<file path="src/rtl/dbrc_pkg.sv">
// ----------------------------------------------------------------------------
// dbrc_pkg
// Types and constants shared by the blink rate controller modules.
// ----------------------------------------------------------------------------
`default_nettype none

package dbrc_pkg;

   localparam int DEB_W      = 10;
   localparam int RATE_W     = 8;
   localparam int MV_W       = 12;
   localparam int HALF_W     = 9;
   localparam int CSR_IDX_W  = 3;
   localparam int CSR_DATA_W = 12;
   localparam int STEP_W     = 4;

   // one quotient bit per divider step
   localparam logic [STEP_W-1:0] DIV_LAST_STEP = STEP_W'(HALF_W - 1);

   localparam logic [DEB_W-1:0]  DEBOUNCE_RESET  = 10'd50;
   localparam logic [RATE_W-1:0] DEFAULT_RESET   = 8'd10;
   localparam logic [RATE_W-1:0] MAX_RESET       = 8'd50;
   localparam logic [RATE_W-1:0] STEP_RESET      = 8'd1;
   localparam logic [MV_W-1:0]   THRESHOLD_RESET = 12'd2500;

   localparam logic [CSR_IDX_W-1:0] CSR_DEBOUNCE  = 3'd0;
   localparam logic [CSR_IDX_W-1:0] CSR_DEFAULT   = 3'd1;
   localparam logic [CSR_IDX_W-1:0] CSR_MAX       = 3'd2;
   localparam logic [CSR_IDX_W-1:0] CSR_STEP      = 3'd3;
   localparam logic [CSR_IDX_W-1:0] CSR_THRESHOLD = 3'd4;

   typedef enum logic [1:0] {
      ST_IDLE,
      ST_DIVIDE,
      ST_FINISH
   } state_type;

   typedef struct packed {
      logic accept;
      logic div_step;
      logic div_done;
      logic load_out;
   } dbrc_cmd_type;

   typedef struct packed {
      logic count_zero;
   } dbrc_sts_type;

endpackage

`default_nettype wire

</file>
<file path="src/rtl/dbrc_ctrl.sv">
// ----------------------------------------------------------------------------
// dbrc_ctrl
// Sequencer: accepts a tick, runs the hold-time divider when the LED toggles,
// and hands the result to the output register.
// ----------------------------------------------------------------------------
`default_nettype none

module dbrc_ctrl (
   input  wire logic                  clock,
   input  wire logic                  reset,
   input  wire logic                  req_valid,
   output logic                       req_ready,
   output logic                       rsp_valid,
   input  wire logic                  rsp_ready,
   input  wire dbrc_pkg::dbrc_sts_type sts,
   output dbrc_pkg::dbrc_cmd_type     cmd
);
   import dbrc_pkg::*;

   state_type         state_ff, state_in;
   logic [STEP_W-1:0] step_ff, step_in;
   logic              rsp_valid_ff, rsp_valid_in;
   logic              out_free;

   assign out_free = !rsp_valid_ff || rsp_ready;

   // next state
   always_comb begin
      state_in = state_ff;
      case (state_ff)
         ST_IDLE: begin
            if (req_valid) begin
               state_in = sts.count_zero ? ST_DIVIDE : ST_FINISH;
            end
         end
         ST_DIVIDE: begin
            if (step_ff == DIV_LAST_STEP) begin
               state_in = ST_FINISH;
            end
         end
         ST_FINISH: begin
            if (out_free) begin
               state_in = ST_IDLE;
            end
         end
         default: state_in = ST_IDLE;
      endcase
   end

   // outputs
   always_comb begin
      cmd       = '0;
      req_ready = 1'b0;
      case (state_ff)
         ST_IDLE: begin
            req_ready  = 1'b1;
            cmd.accept = req_valid;
         end
         ST_DIVIDE: begin
            cmd.div_step = 1'b1;
            cmd.div_done = (step_ff == DIV_LAST_STEP);
         end
         ST_FINISH: begin
            cmd.load_out = out_free;
         end
         default: begin
            req_ready = 1'b0;
         end
      endcase
   end

   always_comb begin
      step_in = step_ff;
      if (cmd.accept) begin
         step_in = '0;
      end else if (cmd.div_step) begin
         step_in = step_ff + STEP_W'(1);
      end
   end

   always_comb begin
      rsp_valid_in = rsp_valid_ff;
      if (cmd.load_out) begin
         rsp_valid_in = 1'b1;
      end else if (rsp_ready) begin
         rsp_valid_in = 1'b0;
      end
   end

   always_ff @(posedge clock) begin
      if (reset) begin
         state_ff     <= ST_IDLE;
         step_ff      <= '0;
         rsp_valid_ff <= 1'b0;
      end else begin
         state_ff     <= state_in;
         step_ff      <= step_in;
         rsp_valid_ff <= rsp_valid_in;
      end
   end

   assign rsp_valid = rsp_valid_ff;

endmodule

`default_nettype wire

</file>
<file path="src/rtl/dbrc_datapath.sv">
// ----------------------------------------------------------------------------
// dbrc_datapath
// Debounce, rate and reset-latch state, LED timer, bit-serial hold divider,
// configuration registers and the result register.
// ----------------------------------------------------------------------------
`default_nettype none

module dbrc_datapath #(
   parameter int HALF_SECOND_TICKS = 500
) (
   input  wire logic                              clock,
   input  wire logic                              reset,
   input  wire dbrc_pkg::dbrc_cmd_type            cmd,
   output dbrc_pkg::dbrc_sts_type                 sts,
   input  wire logic                              csr_valid,
   input  wire logic [dbrc_pkg::CSR_IDX_W-1:0]    csr_index,
   input  wire logic [dbrc_pkg::CSR_DATA_W-1:0]   csr_data,
   input  wire logic                              req_button_sampled,
   input  wire logic                              req_button_pressed,
   input  wire logic                              req_reset_sampled,
   input  wire logic [dbrc_pkg::MV_W-1:0]         req_reset_mv,
   output logic                                   rsp_led_on,
   output logic [dbrc_pkg::RATE_W-1:0]            rsp_rate_hz,
   output logic                                   rsp_pressed_stable,
   output logic                                   rsp_rate_changed
);
   import dbrc_pkg::*;

   // configuration
   logic [DEB_W-1:0]  debounce_ff;
   logic [RATE_W-1:0] default_ff;
   logic [RATE_W-1:0] max_ff;
   logic [RATE_W-1:0] step_ff;
   logic [MV_W-1:0]   threshold_ff;

   // tick state
   logic [RATE_W-1:0] rate_ff, rate_in;
   logic              led_ff, led_in;
   logic [HALF_W-1:0] half_count_ff, half_count_in;
   logic [DEB_W-1:0]  since_ff, since_in;
   logic              stable_ff, stable_in;
   logic              latch_ff, latch_in;
   logic              changed_ff, changed_in;

   // divider
   logic [HALF_W-1:0] div_q_ff, div_q_in;
   logic [RATE_W-1:0] div_r_ff, div_r_in;
   logic [HALF_W-1:0] rem_shift;
   logic [RATE_W-1:0] divisor;
   logic              div_ge;
   logic [HALF_W-1:0] rem_sub;
   logic [HALF_W-1:0] q_next;

   // result register
   logic              out_led_ff;
   logic [RATE_W-1:0] out_rate_ff;
   logic              out_stable_ff;
   logic              out_changed_ff;

   logic [DEB_W-1:0]  since_inc;
   logic              btn_take;
   logic [RATE_W:0]   rate_sum;
   logic [RATE_W:0]   rate_lo;
   logic [RATE_W-1:0] rate_press;
   logic [RATE_W-1:0] rate_default;

   assign sts.count_zero = (half_count_ff == '0);

   always_ff @(posedge clock) begin
      if (reset) begin
         debounce_ff  <= DEBOUNCE_RESET;
         default_ff   <= DEFAULT_RESET;
         max_ff       <= MAX_RESET;
         step_ff      <= STEP_RESET;
         threshold_ff <= THRESHOLD_RESET;
      end else if (csr_valid) begin
         case (csr_index)
            CSR_DEBOUNCE:  debounce_ff  <= csr_data[DEB_W-1:0];
            CSR_DEFAULT:   default_ff   <= csr_data[RATE_W-1:0];
            CSR_MAX:       max_ff       <= csr_data[RATE_W-1:0];
            CSR_STEP:      step_ff      <= csr_data[RATE_W-1:0];
            CSR_THRESHOLD: threshold_ff <= csr_data[MV_W-1:0];
            default: ;
         endcase
      end
   end

   // clamp of a press and of a rate reset
   always_comb begin
      rate_sum = {1'b0, rate_ff} + {1'b0, step_ff};
      rate_lo  = (rate_sum < {1'b0, default_ff}) ? {1'b0, default_ff} : rate_sum;
      rate_press = (rate_lo > {1'b0, max_ff}) ? max_ff : rate_lo[RATE_W-1:0];
      rate_default = (default_ff > max_ff) ? max_ff : default_ff;
   end

   always_comb begin
      since_inc = (since_ff < debounce_ff) ? since_ff + DEB_W'(1) : since_ff;
      btn_take  = req_button_sampled && (req_button_pressed != stable_ff)
                  && (since_inc >= debounce_ff);

      since_in      = since_ff;
      stable_in     = stable_ff;
      rate_in       = rate_ff;
      latch_in      = latch_ff;
      changed_in    = changed_ff;
      led_in        = led_ff;
      half_count_in = half_count_ff;

      if (cmd.accept) begin
         changed_in = 1'b0;
         since_in   = since_inc;
         if (btn_take) begin
            stable_in = req_button_pressed;
            since_in  = '0;
            if (req_button_pressed) begin
               rate_in    = rate_press;
               changed_in = 1'b1;
            end
         end
         if (req_reset_sampled) begin
            if (req_reset_mv >= threshold_ff) begin
               if (!latch_ff) begin
                  rate_in    = rate_default;
                  latch_in   = 1'b1;
                  changed_in = 1'b1;
               end
            end else begin
               latch_in = 1'b0;
            end
         end
         if (sts.count_zero) begin
            led_in = !led_ff;
         end else begin
            half_count_in = half_count_ff - HALF_W'(1);
         end
      end else if (cmd.div_done) begin
         half_count_in = (q_next == '0) ? '0 : q_next - HALF_W'(1);
      end
   end

   // restoring divider, one quotient bit per cycle; a zero rate divides by one
   always_comb begin
      divisor   = (rate_ff == '0) ? RATE_W'(1) : rate_ff;
      rem_shift = {div_r_ff, div_q_ff[HALF_W-1]};
      div_ge    = (rem_shift >= {1'b0, divisor});
      rem_sub   = div_ge ? rem_shift - {1'b0, divisor} : rem_shift;
      q_next    = {div_q_ff[HALF_W-2:0], div_ge};

      div_q_in = div_q_ff;
      div_r_in = div_r_ff;
      if (cmd.accept) begin
         div_q_in = HALF_W'(HALF_SECOND_TICKS);
         div_r_in = '0;
      end else if (cmd.div_step) begin
         div_q_in = q_next;
         div_r_in = rem_sub[RATE_W-1:0];
      end
   end

   always_ff @(posedge clock) begin
      if (reset) begin
         rate_ff       <= DEFAULT_RESET;
         led_ff        <= 1'b0;
         half_count_ff <= '0;
         since_ff      <= '0;
         stable_ff     <= 1'b0;
         latch_ff      <= 1'b0;
      end else begin
         rate_ff       <= rate_in;
         led_ff        <= led_in;
         half_count_ff <= half_count_in;
         since_ff      <= since_in;
         stable_ff     <= stable_in;
         latch_ff      <= latch_in;
      end
   end

   always_ff @(posedge clock) begin
      changed_ff <= changed_in;
      div_q_ff   <= div_q_in;
      div_r_ff   <= div_r_in;
      if (cmd.load_out) begin
         out_led_ff     <= led_ff;
         out_rate_ff    <= rate_ff;
         out_stable_ff  <= stable_ff;
         out_changed_ff <= changed_ff;
      end
   end

   assign rsp_led_on         = out_led_ff;
   assign rsp_rate_hz        = out_rate_ff;
   assign rsp_pressed_stable = out_stable_ff;
   assign rsp_rate_changed   = out_changed_ff;

endmodule

`default_nettype wire

</file>
<file path="src/rtl/debounced_blink_rate_controller.sv">
// ----------------------------------------------------------------------------
// debounced_blink_rate_controller
// Debounced button raises an LED blink rate; a reset voltage restores it.
//
// Each req item is one millisecond tick with optional button and reset-voltage
// samples. Each tick gives exactly one rsp item: LED level, rate, debounced
// button state and a rate-changed flag.
// Configuration goes through the csr channel (always ready), index 0 to 4:
// debounce ticks, default rate, max rate, rate step, reset threshold.
// Write it only while no item is in flight.
// On a toggle tick the 9-step serial divider computes HALF_SECOND_TICKS /
// rate for the next hold time before the result is loaded into the output
// register; one item is worked on at a time.
// The result sits in an output register; if rsp_ready stays low the block
// takes one more item and then holds it until the waiting result is taken.
// Reset (synchronous) restores register defaults, rate 10, LED off and makes
// the first tick toggle the LED.
// ----------------------------------------------------------------------------
`default_nettype none

module debounced_blink_rate_controller #(
   parameter int HALF_SECOND_TICKS = 500
) (
   input  wire logic                              clock,
   input  wire logic                              reset,
   input  wire logic                              csr_valid,
   output logic                                   csr_ready,
   input  wire logic [dbrc_pkg::CSR_IDX_W-1:0]    csr_index,
   input  wire logic [dbrc_pkg::CSR_DATA_W-1:0]   csr_data,
   input  wire logic                              req_valid,
   output logic                                   req_ready,
   input  wire logic                              req_button_sampled,
   input  wire logic                              req_button_pressed,
   input  wire logic                              req_reset_sampled,
   input  wire logic [dbrc_pkg::MV_W-1:0]         req_reset_mv,
   output logic                                   rsp_valid,
   input  wire logic                              rsp_ready,
   output logic                                   rsp_led_on,
   output logic [dbrc_pkg::RATE_W-1:0]            rsp_rate_hz,
   output logic                                   rsp_pressed_stable,
   output logic                                   rsp_rate_changed
);
   import dbrc_pkg::*;

   dbrc_cmd_type cmd;
   dbrc_sts_type sts;

   assign csr_ready = 1'b1;

   dbrc_ctrl u_ctrl (
      .clock     (clock),
      .reset     (reset),
      .req_valid (req_valid),
      .req_ready (req_ready),
      .rsp_valid (rsp_valid),
      .rsp_ready (rsp_ready),
      .sts       (sts),
      .cmd       (cmd)
   );

   dbrc_datapath #(
      .HALF_SECOND_TICKS (HALF_SECOND_TICKS)
   ) u_datapath (
      .clock              (clock),
      .reset              (reset),
      .cmd                (cmd),
      .sts                (sts),
      .csr_valid          (csr_valid),
      .csr_index          (csr_index),
      .csr_data           (csr_data),
      .req_button_sampled (req_button_sampled),
      .req_button_pressed (req_button_pressed),
      .req_reset_sampled  (req_reset_sampled),
      .req_reset_mv       (req_reset_mv),
      .rsp_led_on         (rsp_led_on),
      .rsp_rate_hz        (rsp_rate_hz),
      .rsp_pressed_stable (rsp_pressed_stable),
      .rsp_rate_changed   (rsp_rate_changed)
   );

endmodule

`default_nettype wire

</file>
<file path="config.mk">
export PLATFORM = sky130hd
export DESIGN_NAME = debounced_blink_rate_controller
export DESIGN_NICKNAME = d
export VERILOG_FILES = /design/src/rtl/dbrc_pkg.sv /design/src/rtl/dbrc_ctrl.sv /design/src/rtl/dbrc_datapath.sv /design/src/rtl/debounced_blink_rate_controller.sv
export SDC_FILE = /design/constraint.sdc
export NUM_CORES = 1
export LEC_CHECK = 0
export ABC_AREA = 1
export BUFFER_PORTS_ARGS = -buffer_cell sky130_fd_sc_hd__buf_4
export CAP_MARGIN = 20
export CORE_ASPECT_RATIO = 1.75
export CORE_MARGIN = 2
export CORE_UTILIZATION = 55
export CTS_BUF_LIST = sky130_fd_sc_hd__clkbuf_8
export DETAILED_ROUTE_END_ITERATION = 8
export GPL_ROUTABILITY_DRIVEN = 0
export PLACE_DENSITY = 0.74
export RECOVER_POWER = 100
export SLEW_MARGIN = 10
export SYNTH_ARGS = -nofsm -noshare
export SYNTH_HDL_FRONTEND = slang
export SYNTH_SLANG_ARGS = --single-unit
export TNS_END_PERCENT = 10
</file>
<file path="constraint.sdc">
create_clock -name clock -period 11.7 [get_ports clock]
set_input_delay 2.34 -clock clock [delete_from_list [all_inputs] [get_ports clock]]
set_output_delay 2.34 -clock clock [all_outputs]
set_load 0.01 [all_outputs]
</file>
==> metrics.cfg <==
[global_routing]
first_global_vias=6262
grt_pass1_wl_um=28600
antenna_found_initial=0
grt_max_degree=49
grt-ovfl-total=0
grtUsageTotal_pct=25.4

[synth]
synth_edf_count=12
ys_warn_count=0
synth_ff_type=dfxtp_1
synth.distinct_cells=49
synth-seq-area-share_pct=33.2
ys_ff_latch=112
syn_nets=1087
avgSynthCellArea_um2=7.31
postSynthCellCount=975
async_flop_share_pct=0
synth_area_um2=7130

[pwr]
leakagePower_nw=3.72
power_per_cell_area_nw_per_um2=186
ir_drop_uv=79.4

[routing]
firstDrtPassIters=4
vias=6400
drt-total-wl_um=17200
drc=0
vias_per_cell=5.39
drt-initial-drc-count=236
ant_nets=0
wire_per_inst_um=14.4

[clock_tree]
root_buffer=clkbuf_8
cts.path.max_buffers=2
clk_pin_slew_ns=0.11
clk_latency_ns=0.39
htree_levels=3
cts_made_buffers=9
cts_setup_buffers=0
cts.repair.resized=0
cts_hold_buf=0
cts_tree=yes
clock_sinks=112

[cells_and_area]
multi_input_area_um2=4110
areaGrowthSynthToFinish_pct=7.90
seqCellArea_um2=2360
final_cell_area_um2=7690
n_antenna_cell=0
stdcell_count=1188
fin_nets=1124
final_util_pct=60.1
final_layout_size_suffix_gt1_share_pct=7.77
fill_cells=1299

[die]
die-area_um2=13900
die_width_um=90.0
rows=55
core_um2=12800
num_io_pins=49
die-height_um=155
start_util_pct=55.7

[setup_path]
crit_path_max_fanout=9
critPathKind=reg -> reg
critical_path.top_delay_family=simple AND/OR/NAND/NOR gates
critPathBufInv=0
crit_path_max_incr_delay_ns=0.42
cp.depth=29
slowest_stage=fa_1
cp-start-kind=register
ff2ff_path_depth=29
critPathMostFrequentCell=nand2_1
cp_data_arrival_time_ns=5.26
cp.required_ns=11.98
end_kind=register

[outcome]
violations=capacitance limit, slew limit
outcome=complete, but fails checks

[sta]
fin_crit_sh_pct=42.5
min_period_ns=4.97
maxSlewViolCount=49
tightest_slew_ns=1.83
fin_tns_setup_ns=0
max_freq_mhz=201
grt_setup_unrepaired=no
max_slew_margin_pct=-21.8
clock_skew_ns=0.0105
hold_violations=0
setup_viol=0

[placed_design]
place_inst=1172
placed_cell_area_um2=7610
io_buffers=47
dpl.hpwl_um=13800

[worst_hold_path]
hold_class=reg -> reg
whs_path_depth=0

[run]
drv_cap=1

-- placed cells by master, fill, tap and decap left out, types with 12 or more instances in the layout --
master / instances
o21ai_0: 66
o211ai_1: 28
inv_1: 132
a31oi_1: 13
nand2_2: 13
ha_1: 75
a21oi_1: 97
dfxtp_1: 100
edfxtp_1: 12
buf_4: 31
nor2_1: 73
clkbuf_1: 16
xor2_1: 21
nand2_1: 202
nand3_1: 44
nand4_1: 12
-- routing by layer --
metal / GRT usage (%) / share of wire [%]
met5: 0 / 0
met4: 11.7 / 3.9
met3: 3.17 / 2.6
met2: 50.5 / 55
met1: 25.8 / 38
-- synth_stat cells, drive strengths merged, types with 2 or more instances --
cell	count	share of area (%)
buf	3	0.26
o2111ai	2	0.33
nand3	45	3.3
clkbuf	20	1.1
o21a	4	0.42
a21boi	2	0.21
o211ai	28	2.9
a31oi	13	1.1
clkinv	4	0.21
nor2	76	4.4
o22ai	7	0.61
ha	75	13
nand4	13	1.2
nor3	6	0.42
nand2	215	12
inv	135	7.1
a21oi	102	7.8
xnor2	5	0.61
fa	2	0.56
edfxtp	12	5.1
dfxtp	100	28
o21ai	70	4.9
nor4	5	0.53
xor2	21	2.6
or2	3	0.30
-- cells by family (layout without fill, tap and decap cells) --
group                      count (synthesis)  in the layout  share of synthesized area [%]
and+or+nand+nor                          366            366                           22.5
other                                      1              1                         0.0526
AOI/OAI and AO/OA                        231            231                           18.7
DFF                                      112            112                           33.2
adders and majority gates                 77             77                           13.7
xor gates and xnor gates                  26             26                           3.20
buffers and inverters                    162            204                           8.67
-- stage by stage --
step | worst slack, ns | power [W] | hold WS [ns]
2_1_floorplan | 7.80 | 0.00107 | 0.400
3_3_place_gp | 6.86 | 0.00124 | 0.421
3_5_place_dp | 6.77 | 0.00125 | 0.416
4_1_cts | 7.18 | 0.00146 | 0.440
5_1_grt | 6.09 | 0.00156 | 0.446
6_report | 6.73 | 0.00143 | 0.441
-- path summary, 6_finish.rpt --
| check | from | endpoint | slack, ns |
|---|---|---|---|
| setup reg to reg | u_datapath.rate_ff[0] | u_datapath.rate_ff[1] | 6.73 |
| hold / removal | u_datapath.changed_ff | u_datapath.rsp_rate_changed | 0.44 |
| hold reg to reg | u_datapath.changed_ff | u_datapath.rsp_rate_changed | 0.44 |
| setup / recovery | u_datapath.rate_ff[0] | u_datapath.rate_ff[1] | 6.73 |
-- power by group --
part           total [W]  internal (W)  leakage, nW  switching [W]
sequential      0.000520      0.000459        0.927      0.0000610
clock           0.000215     0.0000781       0.0930       0.000136
combinational   0.000696      0.000247         2.70       0.000450
total            0.00143      0.000783         3.72       0.000647
-- flip-flops by register name, summed over array words and instances (netlist names), 9 cells and up --
name	count
u_datapath.div_q_ff	9
u_datapath.threshold_ff	12
u_datapath.since_ff	10
u_datapath.debounce_ff	10
u_datapath.half_count_ff	9
-- layout make-up --
type	instances	area share [%]
clock buffer	9	1.61
sequential	112	30.7
timing repair buffer	49	4.00
tap	171	2.78
clock inverter	7	0.602
multi-input combinational	701	53.5
inverter	139	6.80
No activity file was read; power rests on OpenSTA's default activity.
